File: src/hw/rtl/crc16fc_pkg.sv
// Shared constants, status codes and the CRC-16 byte update for the frame checker.
package crc16fc_pkg;

    localparam logic [15:0] CRC_INIT = 16'hFFFF;
    localparam logic [15:0] CRC_TOP  = 16'h8000;
    localparam logic [15:0] CRC_POLY = 16'h1021;

    localparam logic [1:0] ST_OK       = 2'd0;
    localparam logic [1:0] ST_SHORT    = 2'd1;
    localparam logic [1:0] ST_CRC_BAD  = 2'd2;
    localparam logic [1:0] ST_ID_BAD   = 2'd3;

    localparam logic [1:0] SEEN_MAX = 2'd3;

    typedef logic [7:0]  t_byte;
    typedef logic [15:0] t_crc;

    // MSB-first CRC-16 update over one byte
    function automatic t_crc crc_feed(input t_crc crc, input t_byte b);
        t_crc c;
        c = crc ^ {b, 8'h00};
        for (int i = 0; i < 8; i++) begin
            if ((c & CRC_TOP) != '0) begin
                c = {c[14:0], 1'b0} ^ CRC_POLY;
            end else begin
                c = {c[14:0], 1'b0};
            end
        end
        return c;
    endfunction

endpackage

File: src/hw/rtl/crc16fc_if.sv
// Valid/ready channel interfaces for frame bytes and frame check results.
interface crc16fc_in_if;
    import crc16fc_pkg::*;
    logic  valid;
    logic  ready;
    t_byte data_byte;
    logic  last_byte;
    t_byte expected_id;

    modport source (output valid, output data_byte, output last_byte, output expected_id,
                    input ready);
    modport sink   (input valid, input data_byte, input last_byte, input expected_id,
                    output ready);
endinterface

interface crc16fc_out_if;
    import crc16fc_pkg::*;
    logic       valid;
    logic       ready;
    logic [1:0] frame_status;
    t_crc       computed_crc;
    t_crc       received_crc;

    modport source (output valid, output frame_status, output computed_crc,
                    output received_crc, input ready);
    modport sink   (input valid, input frame_status, input computed_crc,
                    input received_crc, output ready);
endinterface

File: src/hw/rtl/crc16_frame_checker_core.sv
// Frame checker top level: CRC-16 and command id check over a received reply frame.
// One byte per cycle when the input stage is not stalled. A byte request is registered in
// the input stage and processed, once that stage advances, by an unrolled 8-bit CRC update
// on the byte leaving the two-byte window; on the byte marked last, the status lands in the
// result register. The input stage stalls only when it holds a last byte and the result
// register is still occupied. Status codes: 0 ok, 1 too short, 2 CRC mismatch (wins over
// id mismatch), 3 id mismatch.
module crc16_frame_checker_core
    import crc16fc_pkg::*;
(
    input  logic          i_clk,
    input  logic          i_rst_n,
    crc16fc_in_if.sink    i_in,
    crc16fc_out_if.source o_out
);

    logic       r_in_valid;
    t_byte      r_in_byte;
    logic       r_in_last;
    t_byte      r_in_expect;

    t_crc       r_crc;
    t_byte      r_older;
    t_byte      r_newer;
    logic [1:0] r_seen;
    t_byte      r_id;

    logic       r_out_valid;
    logic [1:0] r_out_status;
    t_crc       r_out_computed;
    t_crc       r_out_received;

    logic       out_free;
    logic       stage_adv;
    logic       in_take;

    t_crc       n_crc;
    t_byte      n_id;
    logic [1:0] n_seen;
    logic [1:0] n_status;
    t_crc       n_computed;
    t_crc       n_received;

    assign out_free  = !r_out_valid || o_out.ready;
    assign stage_adv = r_in_valid && (!r_in_last || out_free);
    assign i_in.ready = !r_in_valid || stage_adv;
    assign in_take   = i_in.valid && i_in.ready;

    always_comb begin
        n_crc  = (r_seen >= 2'd2) ? crc_feed(r_crc, r_older) : r_crc;
        n_id   = (r_seen == 2'd1) ? r_in_byte : r_id;
        n_seen = (r_seen == SEEN_MAX) ? SEEN_MAX : r_seen + 2'd1;
        if (n_seen < 2'd2) begin
            n_status   = ST_SHORT;
            n_computed = '0;
            n_received = '0;
        end else begin
            n_computed = n_crc;
            n_received = {r_newer, r_in_byte};
            if (n_computed != n_received) begin
                n_status = ST_CRC_BAD;
            end else if (n_id != r_in_expect) begin
                n_status = ST_ID_BAD;
            end else begin
                n_status = ST_OK;
            end
        end
    end

    always_ff @(posedge i_clk) begin
        if (!i_rst_n) begin
            r_in_valid <= 1'b0;
        end else if (i_in.ready) begin
            r_in_valid <= i_in.valid;
        end
        if (in_take) begin
            r_in_byte   <= i_in.data_byte;
            r_in_last   <= i_in.last_byte;
            r_in_expect <= i_in.expected_id;
        end
    end

    always_ff @(posedge i_clk) begin
        if (!i_rst_n) begin
            r_crc   <= CRC_INIT;
            r_older <= '0;
            r_newer <= '0;
            r_seen  <= '0;
            r_id    <= '0;
        end else if (stage_adv) begin
            if (r_in_last) begin
                r_crc   <= CRC_INIT;
                r_older <= '0;
                r_newer <= '0;
                r_seen  <= '0;
                r_id    <= '0;
            end else begin
                r_crc   <= n_crc;
                r_older <= r_newer;
                r_newer <= r_in_byte;
                r_seen  <= n_seen;
                r_id    <= n_id;
            end
        end
    end

    always_ff @(posedge i_clk) begin
        if (!i_rst_n) begin
            r_out_valid <= 1'b0;
        end else if (out_free) begin
            r_out_valid <= stage_adv && r_in_last;
        end
        if (stage_adv && r_in_last) begin
            r_out_status   <= n_status;
            r_out_computed <= n_computed;
            r_out_received <= n_received;
        end
    end

    assign o_out.valid        = r_out_valid;
    assign o_out.frame_status = r_out_status;
    assign o_out.computed_crc = r_out_computed;
    assign o_out.received_crc = r_out_received;

    a_last_needs_slot: assert property (@(posedge i_clk) disable iff (!i_rst_n)
        (stage_adv && r_in_last) |-> out_free)
        else $error("last byte advanced into an occupied result register");

    a_frame_state_cleared: assert property (@(posedge i_clk) disable iff (!i_rst_n)
        (stage_adv && r_in_last) |=> (r_seen == 2'd0 && r_crc == CRC_INIT))
        else $error("frame state not cleared after last byte");

    a_short_zero: assert property (@(posedge i_clk) disable iff (!i_rst_n)
        (r_out_valid && r_out_status == ST_SHORT) |->
            (r_out_computed == '0 && r_out_received == '0))
        else $error("too-short frame reported nonzero CRC fields");

    a_good_crc_match: assert property (@(posedge i_clk) disable iff (!i_rst_n)
        (r_out_valid && (r_out_status == ST_OK || r_out_status == ST_ID_BAD)) |->
            (r_out_computed == r_out_received))
        else $error("CRC passed with differing computed and received values");

endmodule

File: src/flat_wrapper.sv
// flat-port wrapper written by rule: the top's interface ports become plain ports
module crc16_frame_checker_core_flat import crc16fc_pkg::*;
  (i_clk, i_rst_n, i_in_valid, i_in_data_byte, i_in_last_byte, i_in_expected_id, i_in_ready, o_out_valid, o_out_frame_status, o_out_computed_crc, o_out_received_crc, o_out_ready);
  crc16fc_in_if i_in_i ();
  crc16fc_out_if o_out_i ();
  input  logic i_clk;
  input  logic i_rst_n;
  input wire logic [$bits(i_in_i.valid)-1:0] i_in_valid;
  input wire logic [$bits(i_in_i.data_byte)-1:0] i_in_data_byte;
  input wire logic [$bits(i_in_i.last_byte)-1:0] i_in_last_byte;
  input wire logic [$bits(i_in_i.expected_id)-1:0] i_in_expected_id;
  output wire logic [$bits(i_in_i.ready)-1:0] i_in_ready;
  output wire logic [$bits(o_out_i.valid)-1:0] o_out_valid;
  output wire logic [$bits(o_out_i.frame_status)-1:0] o_out_frame_status;
  output wire logic [$bits(o_out_i.computed_crc)-1:0] o_out_computed_crc;
  output wire logic [$bits(o_out_i.received_crc)-1:0] o_out_received_crc;
  input wire logic [$bits(o_out_i.ready)-1:0] o_out_ready;
  assign i_in_i.valid = i_in_valid;
  assign i_in_i.data_byte = i_in_data_byte;
  assign i_in_i.last_byte = i_in_last_byte;
  assign i_in_i.expected_id = i_in_expected_id;
  assign i_in_ready = i_in_i.ready;
  assign o_out_valid = o_out_i.valid;
  assign o_out_frame_status = o_out_i.frame_status;
  assign o_out_computed_crc = o_out_i.computed_crc;
  assign o_out_received_crc = o_out_i.received_crc;
  assign o_out_i.ready = o_out_ready;
  crc16_frame_checker_core u_core (.i_clk(i_clk), .i_rst_n(i_rst_n), .i_in(i_in_i), .o_out(o_out_i));
endmodule
File: config.mk
export PLATFORM = sky130hd
export DESIGN_NAME = crc16_frame_checker_core_flat
export DESIGN_NICKNAME = d
export VERILOG_FILES = /design/src/hw/rtl/crc16fc_pkg.sv /design/src/hw/rtl/crc16fc_if.sv /design/src/hw/rtl/crc16_frame_checker_core.sv /design/src/flat_wrapper.sv
export SDC_FILE = /design/constraint.sdc
export NUM_CORES = 1
export LEC_CHECK = 0
export BUFFER_PORTS_ARGS = -buffer_cell sky130_fd_sc_hd__buf_2
export CORE_MARGIN = 2
export CORE_UTILIZATION = 40
export CTS_BUF_LIST = sky130_fd_sc_hd__clkbuf_8 sky130_fd_sc_hd__clkbuf_16
export DETAILED_ROUTE_END_ITERATION = 7
export PLACE_DENSITY = 0.66
export SYNTH_ARGS = -nofsm -noshare
export SYNTH_HDL_FRONTEND = slang
export SYNTH_SLANG_ARGS = --single-unit
File: constraint.sdc
create_clock -name i_clk -period 4.7 [get_ports i_clk]
set_clock_uncertainty 0.1 [all_clocks]
set_input_delay 0.705 -clock i_clk [delete_from_list [all_inputs] [get_ports i_clk]]
set_output_delay 0.705 -clock i_clk [all_outputs]
set_load 0.02 [all_outputs]
== Yosys cells after proc, flatten, opt, wreduce, memory -nomap -nowiden ==
Cells that the tools add are included.

* Add/sub/neg operators: 1
* $lt $le $gt $ge: 2
* Eq/ne operators: 4
* Mux-type cells: 18
* Bitwise logic cells: 9
* Reductions and logical operators: 9

{| class="wikitable"
|+ Operator list
! kind !! count
|-
| 2-to-1 mux 13 bit || 8
|-
| 2-to-1 mux 16 bit || 2
|-
| 2-to-1 mux 8 bit || 4
|-
| NOT 3 bit || 8
|-
| != test 16 bit || 1
|-
| XOR 16 bit || 1
|-
| 2-to-1 mux 2 bit || 4
|-
| != test 8 bit || 1
|-
| logical AND 1 bit || 3
|-
| logical NOT 1 bit || 3
|-
| logical OR 1 bit || 3
|-
| adder 2 x 1 -> 2 bit (second input constant) || 1
|-
| == test 2 x 1 -> 1 bit (second input constant) || 1
|-
| == test 2 bit (second input constant) || 1
|-
| greater-or-equal comparator 2 bit (second input constant) || 1
|-
| < comparator 2 bit (second input constant) || 1
|}

* Flip-flop bits (word level): 95
* Input bits: 21
* Output and inout bits: 36

== Longest topological paths before layout ==
Gate-level depths: netlist of run 1.

* Word-level depth: 20
* Gate-level depth with buffers: 10

== Worst setup path before layout of run 1 ==
No wires, ideal clock.

* Kind: reg-to-reg
* Start point: register u_core.r_seen[1]
* End point: register u_core.r_out_status[0], in the netlist u_core.o_out.frame_status[0] (data pin)
* Library setup time: 255 ps
* Data arrival time: 1920 ps
* Required time: 4345 ps
* Setup slack: 2425 ps
* Stages on the path, launching flop included: 11
* Cell sequence: dfxtp_1 buf_2 nor2b_1 clkbuf_1 buf_2 mux2i_1 xnor2_1 nor4_1 nand2_1 and2_0 a31o_1

* Cells in the longest elaborated chain, start to end: 5
* Elaborated cells between the ends (all ways): 12
* Classes of those cells: add/sub (1); order compare (2); eq/ne (4); mux (5)

{| class="wikitable"
|+ Ends and longest elaborated chain
! element !! line !! RTL
|-
| start: declaration || crc16_frame_checker_core.sv:25 || <nowiki>logic [1:0] r_seen;</nowiki>
|-
| start signal: assignment || crc16_frame_checker_core.sv:101 || <nowiki>r_seen <= n_seen;</nowiki>
|-
| == test 2 x 1 -> 1 bit || crc16_frame_checker_core.sv:51 || <nowiki>n_id = (r_seen == 2'd1) ? r_in_byte : r_id;</nowiki>
|-
| 2-to-1 mux 8 bit || crc16_frame_checker_core.sv:51 ||
|-
| != test 8 bit || crc16_frame_checker_core.sv:62 || <nowiki>end else if (n_id != r_in_expect) begin</nowiki>
|-
| 2-to-1 mux 2 bit || crc16_frame_checker_core.sv:62 ||
|-
| 2-to-1 mux 2 bit || crc16_frame_checker_core.sv:60 || <nowiki>if (n_computed != n_received) begin</nowiki>
|-
| end signal: assignment || crc16_frame_checker_core.sv:114 || <nowiki>r_out_status <= n_status;</nowiki>
|-
| end: declaration || crc16_frame_checker_core.sv:29 || <nowiki>logic [1:0] r_out_status;</nowiki>
|}

Parallel ways exist; a longest one is shown, timed or not.
A chain may end at the register's enable or synchronous reset.

== Worst setup path in the final report of run 1 ==
Same ends and word-level chain as after synthesis.

==> results of run 1 <==
-- layout make-up --
type | count | area [µm²]
clock buffer | 9 | 124
timing repair buffer | 61 | 318
clock inverter | 7 | 88.8
inverter | 10 | 37.5
multi-input combinational | 283 | 1930
tap | 140 | 175
fill | 1009 | 5800
sequential | 95 | 2410
-- where the power goes --
part	internal [mW]	total, mW	switching [mW]
Sequential	0.901	0.931	0.0297
Clock	0.258	0.572	0.314
Combinational	0.0568	0.137	0.0806
Total	1.22	1.64	0.425
-- routing by layer --
| metal | vias up | share of wire | GRT usage | wire length, µm |
|---|---|---|---|---|
| met1 | 1522 | 0.45 | 0.236 | 4470 |
| met3 | 13 | 0.050 | 0.0433 | 501 |
| met4 | 0 | 0.016 | 0.0624 | 158 |
| met5 | - | 0 | 0 | 0 |
| met2 | 90 | 0.49 | 0.287 | 4860 |
| li1 | 1542 | - | - | - |
-- synth_stat cells (all sizes together), types with 3 or more instances --
| cell | number | area, µm² |
|---|---|---|
| nand2 | 52 | 195 |
| edfxtp | 51 | 1530 |
| dfxtp | 44 | 881 |
| xnor2 | 42 | 413 |
| nor2b | 27 | 169 |
| clkbuf | 21 | 78.8 |
| nand3 | 19 | 95.1 |
| a21boi | 17 | 128 |
| nand3b | 15 | 113 |
| o21ai | 15 | 75.1 |
| mux2i | 14 | 140 |
| nor2 | 12 | 45.0 |
| xor2 | 10 | 106 |
| a22oi | 9 | 67.6 |
| inv | 9 | 33.8 |
| o211ai | 8 | 60.1 |
| a31oi | 5 | 31.3 |
| buf | 5 | 22.5 |
| a21oi | 4 | 20.0 |
| nor4 | 4 | 31.3 |
| and2 | 3 | 18.8 |
| o21a | 3 | 22.5 |
-- logic make-up (layout without fill, tap and decap cells) --
kind of cell    Yosys count  count (layout)  synth area share
flops                    95              95             0.538
compound gates           74              74             0.114
simple gates            141             141             0.162
mux                      15              15            0.0338
xor+xnor                 53              53             0.121
buf+inv                  36              87            0.0310
-- sequential cells by signal (all words and copies together), names as in the netlist, 2 cells and up --
register / flops
u_core.r_in_byte: 8
u_core.r_newer: 8
u_core.r_in_expect: 8
u_core.r_seen: 2
u_core.o_out.received_crc: 16
u_core.o_out.computed_crc: 16
u_core.o_out.frame_status: 2
u_core.r_id: 8
u_core.r_older: 8
u_core.r_crc: 16
-- worst max-delay path: cells and delay by family, from the launching register on --
family | cells | cell delay [ps]
flip-flops | 1 | 770
buffers and inverters | 1 | 580
AND/OR/NAND/NOR | 2 | 520
multiplexers | 1 | 240
XOR/XNOR | 1 | 170
AO/OA/AOI/OAI | 1 | 170
-- worst paths after layout --
kind / to / startpoint / slack [ps]
worst min-delay path: u_core.r_crc[6] / u_core.r_crc[6] / 390
worst max register to register: u_core.o_out.frame_status[0] / u_core.r_seen[1] / 1930
worst max-delay path: u_core.o_out.frame_status[0] / u_core.r_seen[1] / 1930
worst min register to register: u_core.r_crc[6] / u_core.r_crc[6] / 390
-- per-stage QoR --
stage	std cells	instance area [µm²]	total power, mW	utilization
after detailed placement	589	4880	1.09	0.448
final	605	5090	1.64	0.467
after global placement	589	4880	1.08	0.448
after global routing	605	5090	1.70	0.467
after floorplan	414	4490	1.04	-
after CTS	605	5090	1.65	0.467
==> flow_metrics.tcl, run 1 <==
set metrics [dict create \
    outcome "completed" \
    syn_nets 435 \
    core_area_um2 10900 \
    powerDensity_nw_per_um2 322 \
    final_cell_mix "buf_2 (56), nand2_1 (52), edfxtp_1 (51)" \
    rr_worst_depth 6 \
    via_per_inst 5.23 \
    port_buffers 56 \
    cp-end-kind "register" \
    hold_violations 0 \
    synth_area_um2 4490 \
    crit_required_ps 4760 \
    pre_cts_slack_ps 1940 \
    die_area_um2 12100 \
    relSlewSlack 0.459 \
    grt_util_all_layers 0.179 \
    globalplace.congestion 0.868 \
    initial_core_util 0.412 \
    nets 481 \
    hold_ws_ps 388 \
    numCtsBuffers 9 \
    grt_pass1_wl_um 16000 \
    post_cts_resized 0 \
    layout_commonest_cell "buf_2" \
    startpoint_type "register" \
    fp.dieH_um 110 \
    report.final.slew_viol_count 0 \
    vias 3167 \
    synth_edf_count 51 \
    critical_path_arrival_ps 2820 \
    syn-instance-count 414 \
    area_delta_synth_final_pct 13.5 \
    rsz0062_at_grt "false" \
    synth_cell_types 51 \
    postCtsHoldBufs 0 \
    slowest_delay_ps 770 \
    p_leak_nw 1.86 \
    initialDrtViolationCount 179 \
    root_buffer "clkbuf_8" \
    period_minus_slack_ps 2770 \
    htreeDepth 3 \
    cts_sinks 95 \
    worstMarginPinSlew_ps 809 \
    yosys_most_used_dff "edfxtp_1" \
    first_pass_iters 5 \
    fmax_mhz 361 \
    yosysSeqAreaShare 0.538 \
    wl_per_cell_um 16.5 \
    rows 38 \
    wl_um 10000 \
    maxCapViolCount 0 \
    grt_antenna_before_repair 0 \
    grt_pass1_vias 3089 \
    cp_slowest_cell "dfxtp_1" \
    clock_path_buffers 2 \
    holdPathStages 2 \
    overflow 0 \
    ios 57 \
    path_class "reg2reg" \
    setup-violations-final 0 \
    cts.clk_slew.worst_paths_ps 110 \
    hpwlAfterDp_um 7050 \
    hold_path.class "reg2reg" \
    postCtsSetupBuffers 0 \
    cts_tree "built" \
    async_flop_share 0 \
    ys_warn_count 0 \
    antenna_left 0 \
    fin_crit_sh 0.589 \
    cp_max_fo 21 \
    grt_max_degree 29 \
    syn_area_per_cell_um2 10.8 \
    setup_slack_ps 1930 \
    die_x_um 110 \
    ys_ff_latch 95 \
    clk_latency_ps 380 \
    fin_setup_tns_ps 0 \
    antennaDiodeCount 0 \
    peakVddDrop_mv 0.229 \
    drive_gt1_frac 0.181 \
    drc 0 \
    cp_cell_sequence "clkinv_1, or2_2, xor2_1, mux2i_1, nor4_2, a31o_1" \
]
No activity file was read; power rests on OpenSTA's default activity.
==> run 2, diff against run 1 <==
Settings changed: PLACE_DENSITY 0.66 to 0.68.
Clock period 4.7 ns to 2.5 ns, I/O delays scaled along.
==> flow_metrics.tcl, run 2 (synthesis gave the netlist of run 1 again) <==
set metrics [dict create \
    cts_tree "built" \
    initialDrtViolationCount 253 \
    total_power_mw 3.06 \
    grt_pass1_wl_um 16500 \
    relSlewSlack 0.554 \
    startpoint "u_core.r_crc[12]" \
    report.final.slew_viol_count 0 \
    design_area_um2 5290 \
    rows 38 \
    startpoint_type "register" \
    clock_path_buffers 2 \
    port_buffers 56 \
    layout_commonest_cell "buf_2" \
    via_per_inst 5.11 \
    wl_um 10300 \
    setup_slack_ps 182 \
    vias 3214 \
    cp_max_fo 7 \
    initial_core_util 0.412 \
    postPlaceCellArea_um2 5070 \
    grt_util_all_layers 0.184 \
    first_pass_iters 5 \
    setup-violations-final 0 \
    dp.cells 613 \
    rr_worst_depth 7 \
    ios 57 \
    fin_setup_tns_ps 0 \
    outcome "completed" \
    worstReg2RegStart "u_core.r_crc[12]" \
    root_buffer "clkbuf_8" \
    grt_pass1_vias 3166 \
    maxCapViolCount 0 \
    cts_sinks 95 \
    final_util 0.486 \
    rsz0062_at_grt "false" \
    numCtsBuffers 9 \
    grt_max_degree 43 \
    nets 505 \
    reg2reg_setup_slack_ps 180 \
    p_leak_nw 2.00 \
    antenna_left 0 \
    area_delta_synth_final_pct 18.0 \
    overflow 0 \
    grt_antenna_before_repair 0 \
    fmax_mhz 431 \
    hold_start "i_in_expected_id[1]" \
    critPathCapture "u_core.o_out.frame_status[1]" \
    clk_latency_ps 370 \
    peakVddDrop_mv 0.306 \
    r2r_end "u_core.o_out.frame_status[1]" \
    seq_area_um2 2410 \
    pre_cts_slack_ps 106 \
    worstMarginPinSlew_ps 665 \
    critical_path_arrival_ps 2330 \
    crit_required_ps 2510 \
    antennaDiodeCount 0 \
    globalplace.congestion 0.900 \
    path_class "reg2reg" \
    htreeDepth 3 \
    die_area_um2 12100 \
    drive_gt1_frac 0.223 \
    nFillCells 1018 \
    final_cells 629 \
    wl_per_cell_um 16.5 \
    powerDensity_nw_per_um2 578 \
    fin_crit_sh 0.927 \
    hold_path.class "in2reg" \
    hpwlAfterDp_um 7620 \
    fp.dieH_um 110 \
    final_cell_mix "buf_2 (56), nand2_1 (52), edfxtp_1 (51)" \
    hold_violations 0 \
    cts.clk_slew.worst_paths_ps 100 \
    core_area_um2 10900 \
    cp-end-kind "register" \
    drc 0 \
    die_x_um 110 \
    period_minus_slack_ps 2320 \
    hold_ws_ps 71.5 \
    multi_input_area_um2 1960 \
]
## run 2: what timing repair did
item                       CTS  global route
buffers inserted             0             0
setup endpoints to repair    0             2
hold buffers                 0             0
gates resized for setup      0             3
## run 2: power breakdown
group / internal, mW / total, mW / switching, mW
combinational: 0.128 / 0.307 / 0.179
sequential: 1.69 / 1.73 / 0.0331
clock: 0.488 / 1.02 / 0.535
## run 2: worst min path at each step
stage	cells after the start	to	slack, ps
floorplan	2	u_core.r_crc[6]	340
detailed placement	2	u_core.r_crc[6]	370
finish	1	u_core.r_in_expect[1]	70
global route	1	u_core.r_in_expect[5]	50
CTS	1	u_core.r_in_expect[1]	60
global placement	2	u_core.r_crc[6]	360
## run 2: per-layer routing
| metal | track usage | vias to the layer above | wire length, µm |
|---|---|---|---|
| met5 | 0 | - | 0 |
| met4 | 0.0922 | 0 | 295 |
| met3 | 0.0320 | 20 | 653 |
| met2 | 0.305 | 93 | 5060 |
| met1 | 0.231 | 1507 | 4350 |
| li1 | - | 1594 | - |
## run 2: worst max-delay path: stages (launching register included)
cell	delay, ps
dfxtp_1	490
xor2_4	320
xnor2_4	240
xnor2_1	120
mux2i_1	250
o22ai_1	140
nor4_2	280
a31oi_1	120
## run 2: cell type report
cell class / instances / share of cell area
inverter: 10 / 0.00709
sequential: 95 / 0.456
clock buffer: 10 / 0.0260
timing repair buffer: 85 / 0.0965
clock inverter: 6 / 0.0118
tap: 140 / 0.0331
multi-input combinational: 283 / 0.370
==> run 3, diff against run 2 <==
Settings changed: CORE_UTILIZATION 40 to 29, PLACE_DENSITY 0.68 to 0.54, SLEW_MARGIN set to 10.
==> flow_metrics.tcl, run 3 (synthesis gave the netlist of run 1 again) <==
set metrics [dict create \
    slowest_delay_ps 420 \
    numCtsBuffers 9 \
    critical_path_arrival_ps 2360 \
    cts_tree "built" \
    die_area_um2 16500 \
    worstMarginPinSlew_ps 722 \
    wl_per_cell_um 17.1 \
    outcome "completed" \
    cp_max_fo 4 \
    initial_core_util 0.296 \
    maxCapViolCount 0 \
    period_minus_slack_ps 2360 \
    drc 0 \
    path_class "reg2reg" \
    setup-violations-final 0 \
    reg2reg_setup_slack_ps 140 \
    grt_pass1_wl_um 17900 \
    worstReg2RegStart "u_core.r_crc[15]" \
    via_per_inst 4.86 \
    grt_util_all_layers 0.146 \
    hold_violations 0 \
    startpoint_type "register" \
    grt_antenna_before_repair 0 \
    fmax_mhz 424 \
    globalplace.congestion 0.888 \
    p_leak_nw 2.05 \
    antennaDiodeCount 0 \
    rr_worst_depth 7 \
    relSlewSlack 0.515 \
    core_area_um2 15100 \
    fin_setup_tns_ps 0 \
    layout_commonest_cell "buf_2" \
    cp_cell_sequence "xnor2_2, xor3_1, mux2i_1, xor2_1, nand2_1, nor4_2, a31oi_1" \
    hpwlAfterDp_um 8230 \
    final_cell_mix "buf_2 (56), nand2_1 (52), edfxtp_1 (51)" \
    clock_path_buffers 2 \
    peakVddDrop_mv 0.331 \
    report.final.slew_viol_count 0 \
    root_buffer "clkbuf_16" \
    final_cells 677 \
    fp.dieH_um 128 \
    grt_max_degree 43 \
    overflow 0 \
    cp_slowest_cell "xor3_1" \
    r2r_end "u_core.o_out.frame_status[1]" \
    port_buffers 56 \
    ios 57 \
    initialDrtViolationCount 297 \
    antenna_left 0 \
    total_power_mw 3.39 \
    area_delta_synth_final_pct 21.9 \
    die_x_um 128 \
    cts_sinks 95 \
    dp.cells 661 \
    rows 45 \
    htreeDepth 3 \
    postPlaceCellArea_um2 5150 \
    first_pass_iters 5 \
    powerDensity_nw_per_um2 620 \
    clk_latency_ps 360 \
    critPathCapture "u_core.o_out.frame_status[1]" \
    startpoint "u_core.r_crc[15]" \
    drive_gt1_frac 0.227 \
    crit_required_ps 2500 \
    grt_pass1_vias 3165 \
    rsz0062_at_grt "false" \
    cp-end-kind "register" \
    cts.clk_slew.worst_paths_ps 70 \
    vias 3290 \
    postCtsSetupBuffers 0 \
    design_area_um2 5470 \
    fin_crit_sh 0.944 \
    wl_um 11500 \
    nets 505 \
    hold_path.class "in2reg" \
]
==> run 3: cell count changes in the layout (fill, tap and decap cells not counted), sizes merged <==
| cell | delta |
|---|---|
| clkinvlp | -1 |
| clkinv | +2 |
| clkbuf | -1 |
==> run 3: per-stage QoR <==
step / utilization / setup WS [ps] / hold WS, ps
CTS: 0.359 / 35.4 / 78.5
floorplan: - / 225 / 343
global route: 0.361 / 11.6 / 72.5
global placement: 0.340 / -0.437 / 364
detailed placement: 0.340 / 27.8 / 373
finish: 0.361 / 141 / 91.3
==> run 3: metal layers <==
metal,track usage,part of all wire
met5,0,0
met4,0.0504,0.016
met3,0.0366,0.066
met2,0.231,0.47
met1,0.196,0.45
==> run 3: cell type report <==
cell class	instances	area, µm²
Clock inverter	7	60.1
Tap cell	188	235
Sequential cell	95	2410
Fill cell	1489	9680
Multi-Input combinational cell	283	1970
Inverter	10	37.5
Clock buffer	9	225
Timing Repair Buffer	85	523
==> run 3: how the worst min path moves through the flow <==
stage / from / endpoint / slack (ps) / cells past startpoint
after floorplan: u_core.r_crc[6] / u_core.r_crc[6] / 340 / 2
after global placement: u_core.r_crc[6] / u_core.r_crc[6] / 360 / 2
after detailed placement: u_core.r_crc[6] / u_core.r_crc[6] / 370 / 2
after CTS: i_in_data_byte[6] / u_core.r_in_byte[6] / 80 / 1
after global routing: i_in_data_byte[6] / u_core.r_in_byte[6] / 70 / 1
final: i_in_data_byte[6] / u_core.r_in_byte[6] / 90 / 1
==> run 3: what timing repair did <==
item | 4_1_cts | 5_1_grt
setup endpoints to repair | 0 | 2
resized for setup | 0 | 5
hold buffers | 0 | 0
==> run 3: where the power goes <==
part	leakage (nW)	internal (mW)	total, mW	switching, mW
Combinational	1.05	0.131	0.323	0.192
Sequential	0.842	1.70	1.73	0.0328
Clock	0.153	0.762	1.34	0.579
==> run 3: critical path: cells and delay by family, from the launching register on <==
| kind | cells | cell delay [ps] |
|---|---|---|
| xor gates and xnor gates | 3 | 930 |
| DFF | 1 | 380 |
| muxes | 1 | 200 |
| AOI/OAI and AO/OA | 1 | 110 |
| and+or+nand+nor | 2 | 390 |
